===== config.mk =====
export PLATFORM = sky130hd
export DESIGN_NAME = flat_json_object_tokenizer_core
export DESIGN_NICKNAME = d
export VERILOG_FILES = /design/src/design/fjot_pkg.sv /design/src/design/fjot_front.sv /design/src/design/fjot_queue.sv /design/src/design/fjot_back.sv /design/src/design/flat_json_object_tokenizer_core.sv
export SDC_FILE = /design/constraint.sdc
export NUM_CORES = 1
export LEC_CHECK = 0
export BUFFER_PORTS_ARGS = -buffer_cell sky130_fd_sc_hd__buf_2
export CORE_MARGIN = 8
export CORE_UTILIZATION = 40
export DETAILED_ROUTE_END_ITERATION = 8
export GPL_TIMING_DRIVEN = 0
export PLACE_DENSITY_LB_ADDON = 0.25
export SLEW_MARGIN = 15
export SYNTH_ARGS = -nofsm -noshare
export SYNTH_HDL_FRONTEND = slang
export SYNTH_SLANG_ARGS = --single-unit

===== constraint.sdc =====
create_clock -name clk -period 5.4 [get_ports clk]
set_input_delay 0.27 -clock clk [delete_from_list [all_inputs] [get_ports clk]]
set_output_delay 0.27 -clock clk [all_outputs]
set_load 0.03 [all_outputs]

===== src/design/fjot_pkg.sv =====
// ----------------------------------------------------------------------------
// fjot_pkg
// Shared types, character codes and helpers for the flat JSON object tokenizer.
// ----------------------------------------------------------------------------
package fjot_pkg;

    localparam logic [7:0] CH_OPEN   = 8'h7B;
    localparam logic [7:0] CH_CLOSE  = 8'h7D;
    localparam logic [7:0] CH_COLON  = 8'h3A;
    localparam logic [7:0] CH_COMMA  = 8'h2C;
    localparam logic [7:0] CH_QUOTE  = 8'h22;
    localparam logic [7:0] CH_BSLASH = 8'h5C;
    localparam logic [7:0] CH_N      = 8'h6E;
    localparam logic [7:0] CH_NL     = 8'h0A;
    localparam logic [7:0] CH_SPACE  = 8'h20;
    localparam logic [7:0] CH_TAB    = 8'h09;
    localparam logic [7:0] CH_CR     = 8'h0D;

    localparam logic [1:0] KIND_NONE  = 2'd0;
    localparam logic [1:0] KIND_KEY   = 2'd1;
    localparam logic [1:0] KIND_VALUE = 2'd2;

    localparam logic [1:0] ST_RUNNING  = 2'd0;
    localparam logic [1:0] ST_ACCEPTED = 2'd1;
    localparam logic [1:0] ST_REJECTED = 2'd2;

    localparam int QUEUE_DEPTH = 2;
    localparam int QPTR_W      = $clog2(QUEUE_DEPTH);
    localparam int QCNT_W      = $clog2(QUEUE_DEPTH + 1);

    typedef enum logic [3:0] {
        PH_WAIT_OPEN  = 4'd0,
        PH_AFTER_OPEN = 4'd1,
        PH_KEY        = 4'd2,
        PH_KEY_ESC    = 4'd3,
        PH_AFTER_KEY  = 4'd4,
        PH_BEFORE_VAL = 4'd5,
        PH_VSTR       = 4'd6,
        PH_VSTR_ESC   = 4'd7,
        PH_BARE       = 4'd8,
        PH_AFTER_VAL  = 4'd9,
        PH_NEXT_KEY   = 4'd10,
        PH_ACCEPTED   = 4'd11,
        PH_REJECTED   = 4'd12
    } phase_t;

    typedef enum logic [2:0] {
        CC_OPEN,
        CC_CLOSE,
        CC_COLON,
        CC_COMMA,
        CC_QUOTE,
        CC_BSLASH,
        CC_WS,
        CC_OTHER
    } char_class_t;

    typedef struct packed {
        logic [7:0]  raw;
        logic [7:0]  esc;
        char_class_t cls;
        logic        last;
    } tok_t;

    function automatic char_class_t classify(input logic [7:0] c);
        char_class_t r;
        r = CC_OTHER;
        if (c == CH_OPEN)
            r = CC_OPEN;
        else if (c == CH_CLOSE)
            r = CC_CLOSE;
        else if (c == CH_COLON)
            r = CC_COLON;
        else if (c == CH_COMMA)
            r = CC_COMMA;
        else if (c == CH_QUOTE)
            r = CC_QUOTE;
        else if (c == CH_BSLASH)
            r = CC_BSLASH;
        else if (c == CH_SPACE || (c >= CH_TAB && c <= CH_CR))
            r = CC_WS;
        return r;
    endfunction

endpackage


===== src/design/fjot_front.sv =====
// ----------------------------------------------------------------------------
// fjot_front
// Input side: classifies each incoming beat and resolves its escape byte.
// ----------------------------------------------------------------------------
module fjot_front
(
    input  logic           s_tvalid,
    output logic           s_tready,
    input  logic [7:0]     s_tdata,    // [7:0] in_byte
    input  logic           s_tlast,
    output logic           push,
    output fjot_pkg::tok_t push_tok,
    input  logic           q_full
);

    assign s_tready      = !q_full;
    assign push          = s_tvalid && !q_full;
    assign push_tok.raw  = s_tdata;
    assign push_tok.esc  = (s_tdata == fjot_pkg::CH_N) ? fjot_pkg::CH_NL : s_tdata;
    assign push_tok.cls  = fjot_pkg::classify(s_tdata);
    assign push_tok.last = s_tlast;

endmodule


===== src/design/fjot_queue.sv =====
// ----------------------------------------------------------------------------
// fjot_queue
// Short token queue between front and back.
// ----------------------------------------------------------------------------
module fjot_queue
(
    input  logic           clk,
    input  logic           rst_n,
    input  logic           push,
    input  fjot_pkg::tok_t push_tok,
    output logic           full,
    input  logic           pop,
    output logic           q_valid,
    output fjot_pkg::tok_t q_tok
);

    fjot_pkg::tok_t                 mem [fjot_pkg::QUEUE_DEPTH];
    logic [fjot_pkg::QPTR_W-1:0]    wr_ptr_reg;
    logic [fjot_pkg::QPTR_W-1:0]    wr_ptr_next;
    logic [fjot_pkg::QPTR_W-1:0]    rd_ptr_reg;
    logic [fjot_pkg::QPTR_W-1:0]    rd_ptr_next;
    logic [fjot_pkg::QCNT_W-1:0]    count_reg;
    logic [fjot_pkg::QCNT_W-1:0]    count_next;

    assign full    = (count_reg == fjot_pkg::QCNT_W'(fjot_pkg::QUEUE_DEPTH));
    assign q_valid = (count_reg != '0);
    assign q_tok   = mem[rd_ptr_reg];

    always_comb
    begin
        wr_ptr_next = wr_ptr_reg;
        rd_ptr_next = rd_ptr_reg;
        count_next  = count_reg;
        if (push)
            wr_ptr_next = (wr_ptr_reg == fjot_pkg::QPTR_W'(fjot_pkg::QUEUE_DEPTH - 1)) ?
                          '0 : wr_ptr_reg + 1'b1;
        if (pop)
            rd_ptr_next = (rd_ptr_reg == fjot_pkg::QPTR_W'(fjot_pkg::QUEUE_DEPTH - 1)) ?
                          '0 : rd_ptr_reg + 1'b1;
        if (push && !pop)
            count_next = count_reg + 1'b1;
        else if (pop && !push)
            count_next = count_reg - 1'b1;
    end

    always_ff @(posedge clk or negedge rst_n)
    begin
        if (!rst_n)
        begin
            wr_ptr_reg <= '0;
            rd_ptr_reg <= '0;
            count_reg  <= '0;
        end
        else
        begin
            wr_ptr_reg <= wr_ptr_next;
            rd_ptr_reg <= rd_ptr_next;
            count_reg  <= count_next;
        end
    end

    always_ff @(posedge clk)
    begin
        if (push)
            mem[wr_ptr_reg] <= push_tok;
    end

endmodule


===== src/design/fjot_back.sv =====
// ----------------------------------------------------------------------------
// fjot_back
// Parse state machine and output register.
// ----------------------------------------------------------------------------
module fjot_back
(
    input  logic           clk,
    input  logic           rst_n,
    input  logic           q_valid,
    input  fjot_pkg::tok_t q_tok,
    output logic           pop,
    output logic           m_tvalid,
    input  logic           m_tready,
    output logic [15:0]    m_tdata,    // [7:0] out_byte, [8] key_done, [9] value_done,
                                       // [11:10] status, [15:12] zero
    output logic [1:0]     m_tuser     // [1:0] byte_kind
);

    fjot_pkg::phase_t phase_reg;
    fjot_pkg::phase_t phase_next;
    fjot_pkg::phase_t nx;

    logic [7:0] ob;
    logic [1:0] kind;
    logic       kdone;
    logic       vdone;
    logic [1:0] status;

    logic       m_tvalid_reg;
    logic [7:0] out_byte_reg;
    logic [1:0] kind_reg;
    logic       key_done_reg;
    logic       value_done_reg;
    logic [1:0] status_reg;

    assign pop = q_valid && (!m_tvalid_reg || m_tready);

    always_comb
    begin
        nx    = phase_reg;
        ob    = 8'h00;
        kind  = fjot_pkg::KIND_NONE;
        kdone = 1'b0;
        vdone = 1'b0;
        unique case (phase_reg)
            fjot_pkg::PH_WAIT_OPEN:
            begin
                if (q_tok.cls == fjot_pkg::CC_OPEN)
                    nx = fjot_pkg::PH_AFTER_OPEN;
                else if (q_tok.cls != fjot_pkg::CC_WS)
                    nx = fjot_pkg::PH_REJECTED;
            end
            fjot_pkg::PH_AFTER_OPEN, fjot_pkg::PH_NEXT_KEY:
            begin
                if (q_tok.cls == fjot_pkg::CC_QUOTE)
                    nx = fjot_pkg::PH_KEY;
                else if (q_tok.cls == fjot_pkg::CC_CLOSE
                         && phase_reg == fjot_pkg::PH_AFTER_OPEN)
                    nx = fjot_pkg::PH_ACCEPTED;
                else if (q_tok.cls != fjot_pkg::CC_WS)
                    nx = fjot_pkg::PH_REJECTED;
            end
            fjot_pkg::PH_KEY:
            begin
                if (q_tok.cls == fjot_pkg::CC_BSLASH)
                    nx = fjot_pkg::PH_KEY_ESC;
                else if (q_tok.cls == fjot_pkg::CC_QUOTE)
                begin
                    kdone = 1'b1;
                    nx    = fjot_pkg::PH_AFTER_KEY;
                end
                else
                begin
                    ob   = q_tok.raw;
                    kind = fjot_pkg::KIND_KEY;
                end
            end
            fjot_pkg::PH_KEY_ESC:
            begin
                ob   = q_tok.esc;
                kind = fjot_pkg::KIND_KEY;
                nx   = fjot_pkg::PH_KEY;
            end
            fjot_pkg::PH_AFTER_KEY:
            begin
                if (q_tok.cls == fjot_pkg::CC_COLON)
                    nx = fjot_pkg::PH_BEFORE_VAL;
                else if (q_tok.cls != fjot_pkg::CC_WS)
                    nx = fjot_pkg::PH_REJECTED;
            end
            fjot_pkg::PH_BEFORE_VAL:
            begin
                if (q_tok.cls == fjot_pkg::CC_QUOTE)
                    nx = fjot_pkg::PH_VSTR;
                else if (q_tok.cls == fjot_pkg::CC_COMMA
                         || q_tok.cls == fjot_pkg::CC_CLOSE)
                    nx = fjot_pkg::PH_REJECTED;
                else if (q_tok.cls != fjot_pkg::CC_WS)
                begin
                    ob   = q_tok.raw;
                    kind = fjot_pkg::KIND_VALUE;
                    nx   = fjot_pkg::PH_BARE;
                end
            end
            fjot_pkg::PH_VSTR:
            begin
                if (q_tok.cls == fjot_pkg::CC_BSLASH)
                    nx = fjot_pkg::PH_VSTR_ESC;
                else if (q_tok.cls == fjot_pkg::CC_QUOTE)
                begin
                    vdone = 1'b1;
                    nx    = fjot_pkg::PH_AFTER_VAL;
                end
                else
                begin
                    ob   = q_tok.raw;
                    kind = fjot_pkg::KIND_VALUE;
                end
            end
            fjot_pkg::PH_VSTR_ESC:
            begin
                ob   = q_tok.esc;
                kind = fjot_pkg::KIND_VALUE;
                nx   = fjot_pkg::PH_VSTR;
            end
            fjot_pkg::PH_BARE:
            begin
                if (q_tok.cls == fjot_pkg::CC_COMMA)
                begin
                    vdone = 1'b1;
                    nx    = fjot_pkg::PH_NEXT_KEY;
                end
                else if (q_tok.cls == fjot_pkg::CC_CLOSE)
                begin
                    vdone = 1'b1;
                    nx    = fjot_pkg::PH_ACCEPTED;
                end
                else if (q_tok.cls == fjot_pkg::CC_WS)
                begin
                    vdone = 1'b1;
                    nx    = fjot_pkg::PH_AFTER_VAL;
                end
                else
                begin
                    ob   = q_tok.raw;
                    kind = fjot_pkg::KIND_VALUE;
                end
            end
            fjot_pkg::PH_AFTER_VAL:
            begin
                if (q_tok.cls == fjot_pkg::CC_COMMA)
                    nx = fjot_pkg::PH_NEXT_KEY;
                else if (q_tok.cls == fjot_pkg::CC_CLOSE)
                    nx = fjot_pkg::PH_ACCEPTED;
                else if (q_tok.cls != fjot_pkg::CC_WS)
                    nx = fjot_pkg::PH_REJECTED;
            end
            fjot_pkg::PH_ACCEPTED:
            begin
                nx = fjot_pkg::PH_ACCEPTED;
            end
            default:
            begin
                nx = fjot_pkg::PH_REJECTED;
            end
        endcase

        if (nx == fjot_pkg::PH_ACCEPTED)
            status = fjot_pkg::ST_ACCEPTED;
        else if (nx == fjot_pkg::PH_REJECTED || q_tok.last)
            status = fjot_pkg::ST_REJECTED;
        else
            status = fjot_pkg::ST_RUNNING;

        phase_next = phase_reg;
        if (pop)
            phase_next = q_tok.last ? fjot_pkg::PH_WAIT_OPEN : nx;
    end

    always_ff @(posedge clk or negedge rst_n)
    begin
        if (!rst_n)
        begin
            phase_reg    <= fjot_pkg::PH_WAIT_OPEN;
            m_tvalid_reg <= 1'b0;
        end
        else
        begin
            phase_reg <= phase_next;
            if (pop)
                m_tvalid_reg <= 1'b1;
            else if (m_tready)
                m_tvalid_reg <= 1'b0;
        end
    end

    always_ff @(posedge clk)
    begin
        if (pop)
        begin
            out_byte_reg   <= ob;
            kind_reg       <= kind;
            key_done_reg   <= kdone;
            value_done_reg <= vdone;
            status_reg     <= status;
        end
    end

    assign m_tvalid = m_tvalid_reg;
    assign m_tdata  = {4'b0000, status_reg, value_done_reg, key_done_reg, out_byte_reg};
    assign m_tuser  = kind_reg;

endmodule


===== src/design/flat_json_object_tokenizer_core.sv =====
// An input beat is registered in the token queue, then in the output register, before its result shows on m_tvalid.
// The core takes one beat per cycle unless m_tready holds back the output register, set by the parse state machine.
// A 2-entry token queue decouples the input from the output register.
// Reset (rst_n low, async) empties the queue, drops m_tvalid and returns the
// parser to waiting for the opening brace.
// ----------------------------------------------------------------------------
// flat_json_object_tokenizer_core
// Validates a flat JSON object byte stream and emits decoded key/value bytes.
// ----------------------------------------------------------------------------
module flat_json_object_tokenizer_core
(
    input  logic        clk,
    input  logic        rst_n,
    input  logic        s_tvalid,
    output logic        s_tready,
    input  logic [7:0]  s_tdata,    // [7:0] in_byte
    input  logic        s_tlast,    // last_byte
    output logic        m_tvalid,
    input  logic        m_tready,
    output logic [15:0] m_tdata,    // [7:0] out_byte, [8] key_done, [9] value_done,
                                    // [11:10] status, [15:12] zero
    output logic [1:0]  m_tuser     // [1:0] byte_kind
);

    logic           push;
    fjot_pkg::tok_t push_tok;
    logic           q_full;
    logic           pop;
    logic           q_valid;
    fjot_pkg::tok_t q_tok;

    fjot_front u_front
    (
        .s_tvalid (s_tvalid),
        .s_tready (s_tready),
        .s_tdata  (s_tdata),
        .s_tlast  (s_tlast),
        .push     (push),
        .push_tok (push_tok),
        .q_full   (q_full)
    );

    fjot_queue u_queue
    (
        .clk      (clk),
        .rst_n    (rst_n),
        .push     (push),
        .push_tok (push_tok),
        .full     (q_full),
        .pop      (pop),
        .q_valid  (q_valid),
        .q_tok    (q_tok)
    );

    fjot_back u_back
    (
        .clk      (clk),
        .rst_n    (rst_n),
        .q_valid  (q_valid),
        .q_tok    (q_tok),
        .pop      (pop),
        .m_tvalid (m_tvalid),
        .m_tready (m_tready),
        .m_tdata  (m_tdata),
        .m_tuser  (m_tuser)
    );

    a_no_content_zero: assert property (@(posedge clk) disable iff (!rst_n)
        (m_tvalid && m_tuser == fjot_pkg::KIND_NONE) |-> (m_tdata[7:0] == 8'h00))
        else $error("content byte without kind");

    a_done_exclusive: assert property (@(posedge clk) disable iff (!rst_n)
        m_tvalid |-> !(m_tdata[8] && m_tdata[9]))
        else $error("key and value done together");

    a_key_done_no_byte: assert property (@(posedge clk) disable iff (!rst_n)
        (m_tvalid && m_tdata[8]) |-> (m_tuser == fjot_pkg::KIND_NONE
                                      && m_tdata[11:10] != fjot_pkg::ST_ACCEPTED))
        else $error("key close carries content or accept");

    a_pop_needs_token: assert property (@(posedge clk) disable iff (!rst_n)
        pop |-> q_valid)
        else $error("pop from empty queue");

endmodule

==> flow_summary.ini <==
[setup_path]
required_ns = 5.46
cp-startpoint = u_queue.mem[0][1]
worstPathArrival_ns = 2.36
path_cells = or3b_1, and2_1, a21oi_1, nor3_1, a21oi_2, o22ai_1
path_max_fanout = 8
reg2reg_from = u_queue.mem[0][1]
crit_family = compound AO/OA/AOI/OAI gates
critical_path_class = reg -> reg
end_kind = flop
worst-path-buf-inv = 0
cp_slowest_stage_delay_ns = 0.52
cp_slowest_cell = edfxtp_1
cp-start-kind = flop

[detailed_routing]
drt_wl_total_mm = 6.912
post-route-drc-count = 0
first_pass_iters = 6
vias = 2321
drt_iter0_markers = 123
viasPerCell = 5.436
ant_nets = 0
wl_per_cell_um = 16.19

[floorplanning]
die_area_mm2 = 0.01127
ios = 33
start_util_pct = 40.40
rows = 33
die_h_um = 106.2
die_w_um = 106.2
core_area_mm2 = 0.008051

[sta]
rsz0062_at_grt = no
drv_slew = 0
whs_ns = 0.1285
fin_crit_sh_pct = 42.72
hold_viol = 0
slew-limit-headroom_pct = 33.72
worstMarginPinSlew_ns = 0.9942
setup-tns-final_ns = 0
setup_viol = 0
finClkSkew_ns = 0.01120
timing.fmax_mhz = 433.5
layout_min_cycle_time_ns = 2.307

[finish]
diodes = 0
nets = 331
regArea_mm2 = 0.001847
largest_reg_flops = 40
syn_to_final_growth_pct = 15.58
drive_gt1_share_pct = 22.05
fillCellCount = 751
layout.cells.non_filler = 427
multi_input_area_mm2 = 0.001254

[grt]
grt_max_degree = 21
grt_first_pass_wirelength_mm = 11.10
grt_pass1_vias = 2255
antenna_found_initial = 0
grt.total_usage_pct = 12.50
grt_overflow_total = 0

[clock_tree]
clk_pin_slew_ns = 0.07
post_cts_buffers = 0
htree_levels = 3
clock_latency_ns = 0.34
cts_tree = built
clock-sinks = 63
cts_max_path_buffers = 2
cts-root-buf = clkbuf_8
cts_buffers = 9

[yosys]
synthFlopType = edfxtp_1
postSynthCellCount = 273
synth_top_area_share_pct = 49.85
yosys-top-cells-count = edfxtp_1 (54), mux2i_1 (20), nor2_1 (20)
synth_most_common_cell = edfxtp_1
ys_async_sr_fraction_pct = 14.29
yosysTopAreaCell = edfxtp_1
synth-edff-count = 54
synth-seq-area-share_pct = 56.77
synthTopCellsByArea = edfxtp_1 (50%), dfrtp_1 (6.9%), mux2i_1 (6.2%), o22ai_1 (2.5%), nor2_1 (2.3%)
syn-cell-area_mm2 = 0.003253
yosys_warnings = 0
ys_seq_elements = 63
syn_avg_cell_area_um2 = 11.92
synthDistinctLibCells = 61

[power]
p_leak_uw = 0.001373
power_uw = 2036
ir_drop_v = 0.0002953
p_per_area_mw_per_mm2 = 541.5

[placement]
port_buffers = 28
place_congestion = 0.8962
dp_hpwl_mm = 4.873
placedCellCount = 410

[run_status]
status = completed

[hold_path]
holdCritStartpoint = s_tlast
hold_class = in -> reg

[run]
maxCapViolCount = 0
-- final timing paths --
kind	to	slack, ns	cells past startpoint
worst max-delay path	u_back.out_byte_reg[3]	3.09	6
max in group asynchronous	u_back.phase_reg[2]	4.89	2
worst min-delay path	u_queue.mem[1][0]	0.13	1
worst max register to register	u_back.out_byte_reg[3]	3.09	6
worst min register to register	u_back.m_tvalid	0.50	2
min in group asynchronous	u_back.phase_reg[3]	0.32	2
-- logic make-up after synthesis --
kind of cell	Yosys count	synth area share, %
muxes	24	8.077
AOI/OAI and AO/OA	58	12.27
DFF	63	56.77
adders and majority gates	1	0.3846
buffers and inverters	32	5.115
other	1	0.1153
xor gates and xnor gates	6	1.616
and+or+nand+nor	88	15.65
-- area by class of cell --
| type | instances | share of cell area [%] |
|---|---|---|
| flip-flops and latches | 63 | 49.12 |
| multi-input cells | 181 | 33.34 |
| repair buffers | 30 | 4.393 |
| plain buffers | 26 | 3.827 |
| well taps | 105 | 3.494 |
| clock buffers | 9 | 3.295 |
| clock inverters | 7 | 1.930 |
| inverters | 6 | 0.5990 |
-- cells in the final DEF (no fill, tap or decap), types with 9 or more instances in the layout --
| cell type | Yosys | final |
|---|---|---|
| o22ai_1 | 13 | 13 |
| clkbuf_1 | 12 | 12 |
| dfrtp_1 | 9 | 9 |
| nor2_1 | 20 | 19 |
| clkbuf_8 | 0 | 9 |
| a21oi_1 | 9 | 9 |
| nor3_1 | 11 | 11 |
| nand2_1 | 12 | 12 |
| mux2i_1 | 20 | 20 |
| edfxtp_1 | 54 | 54 |
| buf_2 | 4 | 32 |
-- per-layer routing --
metal,global-route usage [%],routed length (um),vias to the layer above
li1,-,-,1116
met1,15.20,3187,1104
met2,19.35,3148,72
met3,3.267,302,29
met4,8.040,273,0
met5,0,0,-
-- worst reg2reg max path: stages, from the launching register on --
cell and delay [ns]:
edfxtp_1 0.52, or3b_1 0.41, and2_1 0.20, a21oi_1 0.21, nor3_1 0.10, a21oi_2 0.39
o22ai_1 0.19
-- repair_timing --
| action | 4_1_cts | 5_1_grt |
|---|---|---|
| hold buffers | 1 | 0 |
| gates resized for setup | 0 | 0 |
| endpoints found under the hold margin | 9 | 0 |
| endpoints found under the setup margin | 0 | 0 |
-- where the power goes --
| group | switching (uW) | leakage [uW] | internal, uW |
|---|---|---|---|
| Combinational | 557 | 0.000665 | 308 |
| Clock | 195 | 0.0000956 | 214 |
| Sequential | 51.7 | 0.000612 | 710 |
| Total | 805 | 0.00137 | 1230 |
-- through the flow --
stage	setup WS (ns)	instance area, um2	util [%]
2_1_floorplan	3.226	3264	-
3_3_place_gp	2.935	3536	43.92
3_5_place_dp	3.080	3553	44.13
4_1_cts	3.064	3760	46.70
5_1_grt	3.004	3760	46.70
6_report	3.093	3760	46.70
Note: power is estimated with default switching activity, not from simulation.
